[src/hw/rtl/sucps_pkg.sv]
// ----------------------------------------------------------------------------
// sucps_pkg: shared types and constants
// Capacity, index and count widths, status codes and the structs passed
// between the top level and the cells of the sorted set.
// ----------------------------------------------------------------------------
package sucps_pkg;

	localparam int CAPACITY = 32;
	localparam int IDX_W    = (CAPACITY > 1) ? $clog2(CAPACITY) : 1;
	localparam int CNT_W    = $clog2(CAPACITY + 1);
	localparam int POINT_W  = 21;
	localparam int BYTES_W  = 32;
	localparam int RIDX_W   = 5;
	localparam int OCNT_W   = 6;

	typedef enum logic [0:0] {
		KIND_INSERT = 1'b0,
		KIND_READ   = 1'b1
	} kind_t;

	typedef enum logic [2:0] {
		ST_INSERTED     = 3'd0,
		ST_DUPLICATE    = 3'd1,
		ST_FULL         = 3'd2,
		ST_READ_OK      = 3'd3,
		ST_OUT_OF_RANGE = 3'd4
	} status_t;

	typedef struct packed {
		logic [POINT_W-1:0] point;
		logic [BYTES_W-1:0] bytes;
	} entry_t;

	// Broadcast to every cell for one insert request
	typedef struct packed {
		logic       ins_en;
		entry_t     ent;
		logic [CNT_W-1:0] cnt;
	} bcast_t;

	// Compare result of one cell
	typedef struct packed {
		logic less;
		logic eq;
	} cell_flag_t;

endpackage

[src/hw/rtl/sucps_if.sv]
// ----------------------------------------------------------------------------
// sucps_if: request and result channels
// Valid/ready channels carrying the request fields and the result fields.
// ----------------------------------------------------------------------------
interface sucps_req_if;
	logic        valid;
	logic        ready;
	logic [0:0]  kind;
	logic [20:0] code_point;
	logic [31:0] encoded_bytes;
	logic [4:0]  read_index;

	modport source (output valid, kind, code_point, encoded_bytes, read_index, input ready);
	modport sink (input valid, kind, code_point, encoded_bytes, read_index, output ready);
endinterface

interface sucps_rsp_if;
	logic        valid;
	logic        ready;
	logic [2:0]  status;
	logic [20:0] entry_point;
	logic [31:0] entry_bytes;
	logic [5:0]  entry_count;

	modport source (output valid, status, entry_point, entry_bytes, entry_count, input ready);
	modport sink (input valid, status, entry_point, entry_bytes, entry_count, output ready);
endinterface

[src/hw/rtl/sorted_unique_code_point_set.sv]
// ----------------------------------------------------------------------------
// sorted_unique_code_point_set: sorted set of distinct code points
// Keeps up to CAPACITY code points with their encoded bytes in ascending
// order in a chain of cells, with insert and indexed read requests.
// ----------------------------------------------------------------------------
// Usage:
//   req carries one request: kind 0 inserts code_point/encoded_bytes, kind 1
//   reads the entry at read_index. rsp returns exactly one result per request
//   with status, the entry for a successful read, and the count held after.
//   Every cell compares its entry with the new point at once; in the same
//   cycle the cells at and above the insert position shift up one slot.
//   The result appears in the cycle after the request is taken; one request per
//   cycle is taken while each result is read, as compare and shift act at once.
//   The result sits in an output register; a new request is taken when that
//   register is empty or being read in the same cycle, so a stalled receiver
//   holds the result and stops the request side until the result is read.
//   Reset clears the count and the output valid; the entries themselves are
//   not cleared and are reached only below the count.
// ----------------------------------------------------------------------------
module sorted_unique_code_point_set
	import sucps_pkg::*;
(
	input  logic        clk,
	input  logic        arst_n,
	sucps_req_if.sink   req,
	sucps_rsp_if.source rsp
);

	logic [CNT_W-1:0]   cnt_q;
	logic               out_valid_q;
	status_t            status_q;
	logic [POINT_W-1:0] point_q;
	logic [BYTES_W-1:0] bytes_q;
	logic [OCNT_W-1:0]  count_q;

	bcast_t             bc;
	cell_flag_t         flags [CAPACITY];
	entry_t             ents  [CAPACITY];
	logic [CAPACITY-1:0] eq_vec;

	logic               take;
	logic               is_ins;
	logic               full;
	logic               dup;
	logic               rd_ok;
	logic [CNT_W-1:0]   cnt_next;
	status_t            status_d;
	entry_t             rd_ent;

	assign take   = req.valid && req.ready;
	assign is_ins = (kind_t'(req.kind) == KIND_INSERT);
	assign full   = (cnt_q == CNT_W'(CAPACITY));
	assign dup    = |eq_vec;
	assign rd_ok  = (32'(req.read_index) < 32'(cnt_q));

	assign bc.ins_en    = take && is_ins && !full && !dup;
	assign bc.ent.point = req.code_point;
	assign bc.ent.bytes = req.encoded_bytes;
	assign bc.cnt       = cnt_q;

	genvar gi;
	generate
		for (gi = 0; gi < CAPACITY; gi++) begin : g_cell
			logic   prev_less;
			entry_t left_ent;
			if (gi == 0) begin : g_head
				assign prev_less = 1'b1;
				assign left_ent  = bc.ent;
			end else begin : g_link
				assign prev_less = flags[gi-1].less;
				assign left_ent  = ents[gi-1];
			end
			sucps_cell u_cell (
				.clk       (clk),
				.idx       (IDX_W'(gi)),
				.bc        (bc),
				.prev_less (prev_less),
				.left_ent  (left_ent),
				.flag      (flags[gi]),
				.ent       (ents[gi])
			);
			assign eq_vec[gi] = flags[gi].eq;
		end
	endgenerate

	assign rd_ent = ents[IDX_W'(req.read_index)];

	always_comb begin
		cnt_next = cnt_q;
		if (is_ins) begin
			if (full) begin
				status_d = ST_FULL;
			end else if (dup) begin
				status_d = ST_DUPLICATE;
			end else begin
				status_d = ST_INSERTED;
				cnt_next = cnt_q + CNT_W'(1);
			end
		end else if (rd_ok) begin
			status_d = ST_READ_OK;
		end else begin
			status_d = ST_OUT_OF_RANGE;
		end
	end

	assign req.ready = !out_valid_q || rsp.ready;

	always_ff @(posedge clk or negedge arst_n) begin
		if (!arst_n) begin
			cnt_q       <= '0;
			out_valid_q <= 1'b0;
		end else begin
			if (take) begin
				cnt_q       <= cnt_next;
				out_valid_q <= 1'b1;
			end else if (rsp.ready) begin
				out_valid_q <= 1'b0;
			end
		end
	end

	always_ff @(posedge clk) begin
		if (take) begin
			status_q <= status_d;
			count_q  <= OCNT_W'(cnt_next);
			if (status_d == ST_READ_OK) begin
				point_q <= rd_ent.point;
				bytes_q <= rd_ent.bytes;
			end else begin
				point_q <= '0;
				bytes_q <= '0;
			end
		end
	end

	assign rsp.valid       = out_valid_q;
	assign rsp.status      = status_q;
	assign rsp.entry_point = point_q;
	assign rsp.entry_bytes = bytes_q;
	assign rsp.entry_count = count_q;

endmodule

[src/hw/rtl/sucps_cell.sv]
// ----------------------------------------------------------------------------
// sucps_cell: one slot of the sorted chain
// Holds one entry, compares it with the broadcast point and, on insert,
// holds, takes the new entry, or takes its left neighbor's entry.
// ----------------------------------------------------------------------------
module sucps_cell
	import sucps_pkg::*;
(
	input  logic             clk,
	input  logic [IDX_W-1:0] idx,
	input  bcast_t           bc,
	input  logic             prev_less,
	input  entry_t           left_ent,
	output cell_flag_t       flag,
	output entry_t           ent
);

	entry_t ent_q;
	logic   occupied;

	assign occupied  = CNT_W'(idx) < bc.cnt;
	assign flag.less = occupied && (ent_q.point < bc.ent.point);
	assign flag.eq   = occupied && (ent_q.point == bc.ent.point);
	assign ent       = ent_q;

	// Entries below the new point hold; the first slot not below takes the
	// new entry; everything above moves up one slot.
	always_ff @(posedge clk) begin
		if (bc.ins_en && !flag.less) begin
			if (prev_less) begin
				ent_q <= bc.ent;
			end else begin
				ent_q <= left_ent;
			end
		end
	end

endmodule

[src/flat_wrapper.sv]
// flat-port wrapper written by rule: the top's interface ports become plain ports
module sorted_unique_code_point_set_flat import sucps_pkg::*;
  (clk, arst_n, req_valid, req_kind, req_code_point, req_encoded_bytes, req_read_index, req_ready, rsp_valid, rsp_status, rsp_entry_point, rsp_entry_bytes, rsp_entry_count, rsp_ready);
  sucps_req_if req_i ();
  sucps_rsp_if rsp_i ();
  input  logic clk;
  input  logic arst_n;
  input wire logic [$bits(req_i.valid)-1:0] req_valid;
  input wire logic [$bits(req_i.kind)-1:0] req_kind;
  input wire logic [$bits(req_i.code_point)-1:0] req_code_point;
  input wire logic [$bits(req_i.encoded_bytes)-1:0] req_encoded_bytes;
  input wire logic [$bits(req_i.read_index)-1:0] req_read_index;
  output wire logic [$bits(req_i.ready)-1:0] req_ready;
  output wire logic [$bits(rsp_i.valid)-1:0] rsp_valid;
  output wire logic [$bits(rsp_i.status)-1:0] rsp_status;
  output wire logic [$bits(rsp_i.entry_point)-1:0] rsp_entry_point;
  output wire logic [$bits(rsp_i.entry_bytes)-1:0] rsp_entry_bytes;
  output wire logic [$bits(rsp_i.entry_count)-1:0] rsp_entry_count;
  input wire logic [$bits(rsp_i.ready)-1:0] rsp_ready;
  assign req_i.valid = req_valid;
  assign req_i.kind = req_kind;
  assign req_i.code_point = req_code_point;
  assign req_i.encoded_bytes = req_encoded_bytes;
  assign req_i.read_index = req_read_index;
  assign req_ready = req_i.ready;
  assign rsp_valid = rsp_i.valid;
  assign rsp_status = rsp_i.status;
  assign rsp_entry_point = rsp_i.entry_point;
  assign rsp_entry_bytes = rsp_i.entry_bytes;
  assign rsp_entry_count = rsp_i.entry_count;
  assign rsp_i.ready = rsp_ready;
  sorted_unique_code_point_set u_core (.clk(clk), .arst_n(arst_n), .req(req_i), .rsp(rsp_i));
endmodule
[config.mk]
export PLATFORM = sky130hd
export DESIGN_NAME = sorted_unique_code_point_set_flat
export DESIGN_NICKNAME = d
export VERILOG_FILES = /design/src/hw/rtl/sucps_pkg.sv /design/src/hw/rtl/sucps_if.sv /design/src/hw/rtl/sorted_unique_code_point_set.sv /design/src/hw/rtl/sucps_cell.sv /design/src/flat_wrapper.sv
export SDC_FILE = /design/constraint.sdc
export NUM_CORES = 2
export LEC_CHECK = 0
export BUFFER_PORTS_ARGS = -buffer_cell sky130_fd_sc_hd__buf_4
export CORE_MARGIN = 5
export CORE_UTILIZATION = 60
export CTS_BUF_LIST = sky130_fd_sc_hd__clkbuf_8 sky130_fd_sc_hd__clkbuf_16
export CTS_CLUSTER_SIZE = 20
export DETAILED_ROUTE_END_ITERATION = 10
export PLACE_DENSITY = 0.78
export SKIP_CTS_REPAIR_TIMING = 1
export SLEW_MARGIN = 10
export SYNTH_ARGS = -nofsm -noshare
export SYNTH_HDL_FRONTEND = slang
export SYNTH_HIERARCHICAL = 1
export SYNTH_SLANG_ARGS = --single-unit
[constraint.sdc]
create_clock -name clk -period 9.4 [get_ports clk]
set_input_delay 1.88 -clock clk [delete_from_list [all_inputs] [get_ports clk]]
set_output_delay 1.88 -clock clk [all_outputs]
set_load 0.01 [all_outputs]
Yosys cells after proc, flatten, opt, wreduce, memory -nomap -nowiden

Cells that the tools add are included.

Logic and storage cells: 354
Register bits: 1,765
Input port bits: 63

Add/subtract/negate cells: 1
$lt $le $gt $ge: 66
Equal/unequal tests: 34
Reduce and logical (&&, ||, !) cells: 138
Bitwise logic cells: 2
Multiplexer cells: 43

Operator list:

| cell                                                       | count |
|---|---|
| two-way mux 53 bit                                         | 33 |
| equality test 21 bit                                       | 32 |
| less-than comparator 21 bit                                | 32 |
| binary-select mux 53 bit (select 5 bit)                    | 1 |
| logical AND 1 bit                                          | 100 |
| less-than comparator 5 x 6 -> 1 bit (first input constant) | 16 |
| less-than comparator 4 x 6 -> 1 bit (first input constant) | 8 |
| logical NOT 1 bit                                          | 35 |
| OR reduction 32 bit                                        | 1 |
| less-than comparator 3 x 6 -> 1 bit (first input constant) | 4 |
| two-way mux 6 bit                                          | 3 |
| less-than comparator 1 x 6 -> 1 bit (first input constant) | 2 |
| less-than comparator 2 x 6 -> 1 bit (first input constant) | 2 |
| two-way mux 3 bit                                          | 3 |
| adder 6 x 1 -> 6 bit (second input constant)               | 1 |
| equality test 6 bit (second input constant)                | 1 |
| >= comparator 6 bit (second input constant)                | 1 |
| less-than comparator 5 x 6 -> 1 bit                        | 1 |
| NOT 5 -> 6 bit                                             | 1 |
| equality test 3 x 2 -> 1 bit (second input constant)       | 1 |
| two-way mux 1 bit                                          | 3 |
| nonzero test 2 bit                                         | 1 |
| logical OR 1 bit                                           | 1 |
| NOT 1 bit                                                  | 1 |

Logic depth before layout (Yosys ltp)

Depth after elaboration: 7
Depth in mapped cells: 15
Gate-level depth less buffers: 14

By module

Netlist, hierarchy kept.

By module, submodules not included:

| module                                     | sequential area each (µm²) | times used | cells each | area an instance (µm²) |
|---|---|---|---|---|
| sucps_cell at u_core.g_cell[21].u_cell ... | 1,591.5                    | 19         | 207        | 2,909.0 |
| sucps_cell at u_core.g_cell[0].u_cell ...  | 1,591.5                    | 13         | 203        | 2,869.0 |
| sorted_unique_code_point_set               | 2,037.0                    | 1          | 1,768      | 17,483.0 |

Worst setup path before layout

OpenSTA, ideal clock, no wires.

Kind: input port to flip-flop
From: input req_code_point[16]
To: register u_core.g_cell[21].u_cell.ent_q (netlist bit u_core/g_cell[21].u_cell/ent[0]), enable pin
Data required time: 8,972 ps
Slack: 3,393 ps
Cell stages on the path: 15
Buffers on the path: 1
Arrival: 5,579 ps
Cells stage by stage: inv_1 ha_1 nand4_1 nor3_1 nor4b_2 nand4_1 nor2_1 nor4_1 nand4_1 or2_0 buf_2 nor2_2 nand2_1 inv_1 a21boi_2

RTL lines:

| item                 | line               | source |
|---|---|---|
| start, declared      | flat_wrapper.sv:10 | `input wire logic [$bits(req_i.code_point)-1:0] req_code_point;` |
| end signal, assigned | sucps_cell.sv:31   | `ent_q <= bc.ent;` |
| end signal, assigned | sucps_cell.sv:33   | `ent_q <= left_ent;` |
| end, declared        | sucps_cell.sv:18   | `entry_t ent_q;` |

==> flow_summary.json <==
{
  "critPathMaxFanout": 48,
  "met1_usage_pct": 44.4,
  "met2_usage_pct": 51.1,
  "outcome": "finished clean",
  "slowest_stage": "a21boi_4",
  "dp_hpwl_um": 216000,
  "drive_gt1_share_pct": 30.7,
  "wire_per_inst_um": 29.1,
  "h-tree-depth": 4,
  "vdd_drop_max_v": 0.000205,
  "gp_congestion": 0.930,
  "placed_area_mm2": 0.114,
  "final_common_cell": "edfxtp_1",
  "finalHoldViolCount": 0,
  "cts_root_buf": "clkbuf_16",
  "setup_viol": 0,
  "vias_per_cell": 6.73,
  "path_cells": "buf_4 -> inv_1 -> ha_1 -> nand3_1 -> nor2_1 -> nand4_1 -> nor4b_1 -> nor4_1 -> nand4_1 -> or2_0 -> nor2_2 -> nand2_1 -> inv_1 -> buf_4 -> a21boi_4 -> buf_4",
  "first_pass_iters": 8,
  "worstSkewPairLatency_ns": 0.87,
  "max_freq_mhz": 140,
  "drv_cap": 0,
  "syn_inst": 8339,
  "cp_common_cell": "buf_4",
  "num_vias": 74791,
  "pin_count": 127,
  "port_buffers": 126,
  "min_path_type": "reg2reg",
  "tightest_slew_ns": 1.16,
  "grt_max_degree": 113,
  "met3_usage_pct": 6.80,
  "grt_pass1_wl_um": 478000,
  "finalNetCount": 9432,
  "required_ns": 9.92,
  "slew_violations": 0,
  "initial_core_util_pct": 60.2,
  "track_usage_pct": 32.9,
  "ff2ff_path_depth": 16,
  "syn_avg_cell_area_um2": 13.2,
  "cts_tree": "yes",
  "antenna_found_initial": 10,
  "min_period_ns": 7.17,
  "grt_pass1_vias": 74891,
  "fin_setup_tns_ns": 0,
  "hold_ws_ns": 0.560,
  "clk_pin_slew_ns": 0.06,
  "wirelength_um": 323000,
  "hold_depth": 1,
  "synth_area_mm2": 0.110,
  "fin_crit_sh_pct": 76.2,
  "syn_to_final_growth_pct": 8.93,
  "crit_family": "simple AND/OR/NAND/NOR gates",
  "final_area_mm2": 0.120,
  "finalClockSkew_ns": 0.0580,
  "max-clock-path-buffers": 3,
  "cts_sinks": 1765,
  "ant_nets": 0,
  "yosysWarnings": 6,
  "worst-path-stages": 16,
  "grt-busiest-layer": "met2",
  "slew_headroom_pct": 22.0,
  "die_w_um": 438,
  "slowest_delay_ns": 0.85,
  "critical_path_buf_inv_count": 5,
  "powerDensity_mw_per_mm2": 190,
  "cp.arrival_ns": 7.68,
  "numCtsBuffers": 190,
  "row_count": 157,
  "die_area_mm2": 0.192,
  "p_total_uw": 22800,
  "remaining_drc_errors": 0,
  "first_iter_violations": 9111,
  "die_h_um": 438,
  "grt-ovfl-total": 0,
  "rsz0062_at_grt": "no",
  "core_area_mm2": 0.183,
  "path_class": "in2reg",
  "crit_path_end_kind": "register",
  "cp-start-kind": "primary input",
  "layout_common_cells": "edfxtp_1, mux2_2, inv_1, ha_1, mux2i_1",
  "leakagePower_uw": 0.0468
}
==> sequential cells by signal, summed over array words and instances (netlist names) <==
| register | count |
|---|---|
| u_core/rsp.status | 3 |
| u_core/rsp.entry_bytes | 32 |
| u_core/rsp.entry_count | 6 |
| u_core/g_cell.u_cell/ent | 1696 |
| u_core/rsp.valid | 1 |
| u_core/cnt_q | 6 |
| u_core/rsp.entry_point | 21 |
==> final timing paths <==
| path | from | end | slack, ns |
|---|---|---|---|
| setup / recovery | req_code_point[12] | u_core/g_cell[28].u_cell/ent[19]$_DFFE_PP_ | 2.23 |
| hold / removal | u_core/g_cell[6].u_cell/ent[18]$_DFFE_PP_ | u_core/g_cell[7].u_cell/ent[18]$_DFFE_PP_ | 0.56 |
| setup reg to reg | u_core/cnt_q[3]$_DFFE_PN0P_ | u_core/g_cell[28].u_cell/ent[19]$_DFFE_PP_ | 2.28 |
| hold reg to reg | u_core/g_cell[6].u_cell/ent[18]$_DFFE_PP_ | u_core/g_cell[7].u_cell/ent[18]$_DFFE_PP_ | 0.56 |
| max in group asynchronous | arst_n | u_core/cnt_q[5]$_DFFE_PN0P_ | 8.44 |
| min in group asynchronous | arst_n | u_core/rsp.valid$_DFFE_PN0P_ | 0.82 |
==> area by class of cell <==
type,instances,area [um2]
fill,13012,62800
sequential,1765,53000
multi-input combinational,5460,52300
clock buffer,192,4800
inverter,887,3330
tap,2385,2980
timing repair buffer,259,2250
clock inverter,154,1200
antenna,6,15.0
==> report_power, final <==
group | internal (uW) | switching (uW) | total, uW
combinational | 2520 | 3250 | 5770
clock | 4020 | 3270 | 7290
sequential | 9450 | 307 | 9760
total | 16000 | 6820 | 22800
==> through the flow <==
step / instances / setup slack [ns] / utilization (%)
after CTS: 11102 / 2.49 / 65.6
final: 11108 / 2.23 / 65.6
after global placement: 10756 / 1.74 / 62.3
after floorplan: 8498 / 3.39 / -
after global routing: 11105 / 2.17 / 65.6
after detailed placement: 10756 / 1.63 / 62.3
==> layer usage <==
metal,up-vias,part of all wire (%)
li1,32149,-
met3,753,11
met5,-,0.010
met4,6,5.3
met2,4344,45
met1,37539,39
No activity file was read; power rests on OpenSTA's default activity.
